[config.mk]
export PLATFORM = sky130hd
export DESIGN_NAME = stt_ctrl
export DESIGN_NICKNAME = d
export VERILOG_FILES = /design/src/rtl/stt_pkg.sv /design/src/rtl/stt_ctrl.sv
export SDC_FILE = /design/constraint.sdc
export NUM_CORES = 1
export LEC_CHECK = 0
export ABC_AREA = 1
export BUFFER_PORTS_ARGS = -buffer_cell sky130_fd_sc_hd__clkbuf_2
export CAP_MARGIN = 0
export CORE_MARGIN = 4
export CORE_UTILIZATION = 54
export DETAILED_ROUTE_END_ITERATION = 16
export GPL_ROUTABILITY_DRIVEN = 0
export MAX_ROUTING_LAYER = met4
export PLACE_DENSITY = 0.8
export SLEW_MARGIN = 15
export SYNTH_ARGS = -nofsm -noshare
export SYNTH_HDL_FRONTEND = slang
export SYNTH_SLANG_ARGS = --single-unit
[constraint.sdc]
create_clock -name clk -period 2.3 [get_ports clk]
set_input_delay 0.345 -clock clk [delete_from_list [all_inputs] [get_ports clk]]
set_output_delay 0.345 -clock clk [all_outputs]
set_load 0.05 [all_outputs]
[src/rtl/stt_pkg.sv]
// Package for the session ticket table: transfer structs, action and status codes,
// controller/datapath command and status structs, id mask helper. No dependencies.
`timescale 1ns / 1ps
package stt_pkg;

  localparam int SLOT_COUNT_DEF = 8;
  localparam int ID_BYTES_DEF   = 16;

  localparam logic [2:0] ACT_STAGE      = 3'd0;
  localparam logic [2:0] ACT_INSERT     = 3'd1;
  localparam logic [2:0] ACT_LOOKUP     = 3'd2;
  localparam logic [2:0] ACT_CONSUME    = 3'd3;
  localparam logic [2:0] ACT_INVALIDATE = 3'd4;
  localparam logic [2:0] ACT_CLEAR      = 3'd5;

  localparam logic [1:0] ST_OK       = 2'd0;
  localparam logic [1:0] ST_REJECT   = 2'd1;
  localparam logic [1:0] ST_NOTFOUND = 2'd2;
  localparam logic [1:0] ST_EXPIRED  = 2'd3;

  localparam logic [9:0] MS_PER_S = 10'd1000;

  typedef struct packed {
    logic [2:0]  action;
    logic [63:0] id_high;
    logic [63:0] id_low;
    logic [4:0]  id_length;
    logic [63:0] psk_word;
    logic [2:0]  position;
    logic [31:0] age_add;
    logic [31:0] lifetime_seconds;
    logic [63:0] time_ms;
    logic [31:0] max_early;
  } in_t;

  typedef struct packed {
    logic [1:0]  status;
    logic [2:0]  slot_index;
    logic [63:0] psk_out;
    logic [1:0]  word_number;
    logic [31:0] age_add_out;
    logic [31:0] lifetime_out;
    logic [63:0] issued_out;
    logic [31:0] max_early_out;
    logic        used_flag;
    logic        early_data_ok;
    logic        last;
  } out_t;

  typedef struct packed {
    logic load;
    logic simple;
    logic scan;
    logic mul;
    logic cmp;
    logic wr;
    logic hit_first;
    logic hit_out;
    logic resp;
  } cmd_t;

  typedef struct packed {
    logic need_scan;
    logic is_insert;
    logic scan_end;
    logic cand;
    logic expired;
    logic wc_last;
  } sts_t;

  // mask of the top n bytes of a word, n of 8 or more gives all ones
  function automatic logic [63:0] top_bytes(input logic [4:0] n);
    logic [6:0] sh;
    sh = 7'd64 - {1'b0, n[2:0], 3'b000};
    if (n == 5'd0) return 64'd0;
    if (n >= 5'd8) return ~64'd0;
    return ~64'd0 << sh;
  endfunction

endpackage

[src/rtl/stt_ctrl.sv]
// Controller state machine of the session ticket table.
// Depends on stt_pkg (cmd_t, sts_t).
`timescale 1ns / 1ps
module stt_ctrl (
  input  logic          clk,
  input  logic          rst,
  input  logic          start,
  input  stt_pkg::sts_t sts,
  output logic          busy,
  output stt_pkg::cmd_t cmd
);

  typedef enum logic [8:0] {
    S_IDLE   = 9'b000000001,
    S_DECODE = 9'b000000010,
    S_SCAN   = 9'b000000100,
    S_MUL    = 9'b000001000,
    S_CMP    = 9'b000010000,
    S_WR     = 9'b000100000,
    S_HRD    = 9'b001000000,
    S_HOUT   = 9'b010000000,
    S_RESP   = 9'b100000000
  } state_t;

  state_t state, state_next;

  always_ff @(posedge clk) begin
    if (rst) begin
      state <= S_IDLE;
    end else begin
      state <= state_next;
    end
  end

  always_comb begin
    state_next = state;
    cmd = '0;
    unique case (state)
      S_IDLE: begin
        cmd.load = start;
        if (start) state_next = S_DECODE;
      end
      S_DECODE: begin
        if (sts.need_scan) begin
          state_next = S_SCAN;
        end else begin
          cmd.simple = 1'b1;
          state_next = S_RESP;
        end
      end
      S_SCAN: begin
        cmd.scan = 1'b1;
        if (sts.scan_end) begin
          if (sts.is_insert) state_next = S_WR;
          else if (sts.cand) state_next = S_MUL;
          else state_next = S_RESP;
        end
      end
      S_MUL: begin
        cmd.mul = 1'b1;
        state_next = S_CMP;
      end
      S_CMP: begin
        cmd.cmp = 1'b1;
        state_next = sts.expired ? S_RESP : S_HRD;
      end
      S_WR: begin
        cmd.wr = 1'b1;
        if (sts.wc_last) state_next = S_RESP;
      end
      S_HRD: begin
        cmd.hit_first = 1'b1;
        state_next = S_HOUT;
      end
      S_HOUT: begin
        cmd.hit_out = 1'b1;
        if (sts.wc_last) state_next = S_IDLE;
      end
      S_RESP: begin
        cmd.resp = 1'b1;
        state_next = S_IDLE;
      end
      default: state_next = S_IDLE;
    endcase
  end

  assign busy = (state != S_IDLE);

endmodule

==> impl_metrics.csv <==
group,metric,value,unit
sta,worstMarginPinSlew,0.280,ns
clock_network,cts_root_buf,"clkbuf_4",
drt,drt_iter0_drc,11,
clock_network,cts_tree,"yes",
worst_setup_path,critical-path-top-delay-family,"buffers and inverters",
run_status,status,"completed",
synth,synth_area_per_cell,6.50,µm²
clock_network,clk_latency,0.26,ns
cells_and_area,top_regs,"state: 9 flops",
cells_and_area,final_cell_mix,"inv_1, nor2_1, clkbuf_2, nand2_1",
placement,io_buffers,18,
drt,finalWirelength,1470,µm
worst_setup_path,cp_slowest_cell,"dfxtp_1",
drt,wl_met1,706,µm
floorplan,core_area,0.00117,mm²
sta,drv_slew,0,
grt,grt_overflow,0,
hold_path,worst_hold_path_type,"in -> reg",
grt,grt_util_all_layers,18.9,%
clock_network,cts_hold_buffers,0,
cells_and_area,largest_reg_flops,9,
synth,synth-seq-cells,9,
sta,rsz0062_at_grt,"no",
worst_setup_path,cp_data_arrival_time,1.50,ns
sta,min_period_over_period,80.3,%
run,cap_violations,0,
placement,dp_hpwl,1230,µm
sta,clock_skew,0.00464,ns
sta,setup_viol,0,
synth,ys_warn_count,0,
clock_network,clk_pin_slew,0.06,ns
drt,drc_errors,0,
cells_and_area,diodes,0,
drt,ant_nets,0,
power,p_leak,0.000450,µW
drt,wl_met3,66,µm
worst_setup_path,path_class,"reg -> out",
synth,async_reset_ff_share,0,%
grt,antenna_found_initial,0,
clock_network,clock_sinks,9,
clock_network,cts_setup_buffers,0,
synth,seq_area_frac_synth,25.7,%
drt,route.vias.total,680,
floorplan,io_pins,19,
clock_network,h-tree-depth,1,
drt,firstDrtPassIters,5,
floorplan,die_area,0.00194,mm²
sta,fmax,0.542,GHz
worst_setup_path,crit_buf_inv,3,
cells_and_area,area_growth,19.1,%
cells_and_area,fill_cells,103,
clock_network,cts.repair.resized,0,
power,ir_drop,0.000746,V
synth,synth_cell_types,18,
drt,drt-wirelength-per-cell,10.2,µm
worst_setup_path,cp_cell_sequence,"inv_2 > nand2_1 > nor2_1 > nand3_1 > inv_1 > clkbuf_2",
floorplan,num_rows,12,
sta,final-hold-violation-count,0,
worst_setup_path,cp-end-kind,"primary output",
cells_and_area,nNetsFinal,140,
drt,met2WireLength,660,µm
worst_setup_path,crit_required,1.96,ns
floorplan,chipHeight,44.1,µm
sta,setup_tns,0,ns
grt,grt_pass1_wl,2660,µm
sta,period_minus_slack,1.85,ns
synth,syn_area,702,µm²
cells_and_area,drive_above_1_share,39.2,%
cells_and_area,final_common_cell,"inv_1",
sta,timing.slew.headroom,81.3,%
clock_network,numCtsBuffers,3,
worst_setup_path,startpoint_type,"flip-flop",
worst_setup_path,max_stage_delay,0.35,ns
drt,vias_per_cell,4.72,
cells_and_area,fin_util,71.4,%
clock_network,clk_path_buf_depth,2,
floorplan,die_w,44.1,µm
synth,synth_edf_count,0,
synth,syn_inst,108,
worst_setup_path,worstPathMaxFanout,4,
drt,top_layer,"met4",
power,power.density,917,mW/mm²
synth,synthFlopType,"dfxtp_1",
grt,grt_pass1_vias,637,
cells_and_area,top_register,"state",
grt,grt_start_max_net_pins,8,
synth,syn_nets,117,
floorplan,start_util,59.9,%
## synthesized netlist by cell type, types with 2 or more instances
cell type  count  area (µm²)
a21oi_1        2        10.0
dfxtp_1        9         180
inv_1         19        71.3
inv_2          8        30.0
nand2_1       15        56.3
nand2_2        6        37.5
nand2_4        2        22.5
nand3_1        9        45.0
nand3_2        2        20.0
nand4_1        2        12.5
nor2_1        18        67.6
nor2_4         8        90.1
o21ai_1        3        15.0
## per-stage QoR
step	total power, µW	area (µm²)	setup slack [ns]	hold slack [ns]	std cells
after floorplan	566	702	0.206	0.407	108
after global placement	645	810	0.757	0.534	140
after detailed placement	651	810	0.755	0.537	140
after CTS	771	836	0.466	0.263	144
after global routing	830	836	0.333	0.270	144
final	766	836	0.454	0.266	144
## layout make-up
class                           instances  area, µm²  share of cell area [%]
Inverter                               27        101                    12.1
Multi-Input combinational cell         72        420                    50.3
Timing Repair Buffer                   18       90.1                    10.8
Tap cell                               14       17.5                    2.10
Clock buffer                            4       26.3                    3.14
Sequential cell                         9        180                    21.6
## power breakdown
part	internal (µW)	leakage, µW	total (µW)	switching (µW)
Clock	66.7	0.0000150	119	52.4
Combinational	127	0.000362	445	317
Sequential	178	0.0000731	202	24.5
## logic make-up (layout without fill, tap and decap cells)
family	count (synthesis)	after routing	synth area share, %
buffers and inverters	27	49	14.4
flip-flops	9	9	25.7
AND/OR/NAND/NOR	65	65	53.8
AO/OA/AOI/OAI	7	7	6.06
## worst paths after layout
path / from / end / slack, ns / cells past startpoint
hold / removal: sts[1] / state[6] / 0.27 / 2
hold reg to reg: state[5] / state[5] / 0.57 / 2
setup reg to reg: state[5] / state[0] / 0.91 / 9
setup / recovery: state[0] / cmd[5] / 0.45 / 6
## per-layer routing
layer  global-route usage, %  vias to the layer above
met5                       -                        -
met4                    10.2                        0
li1                        -                      368
met1                    23.2                      293
met3                    2.44                        4
met2                    29.7                       15
No activity file was read; power rests on OpenSTA's default activity.
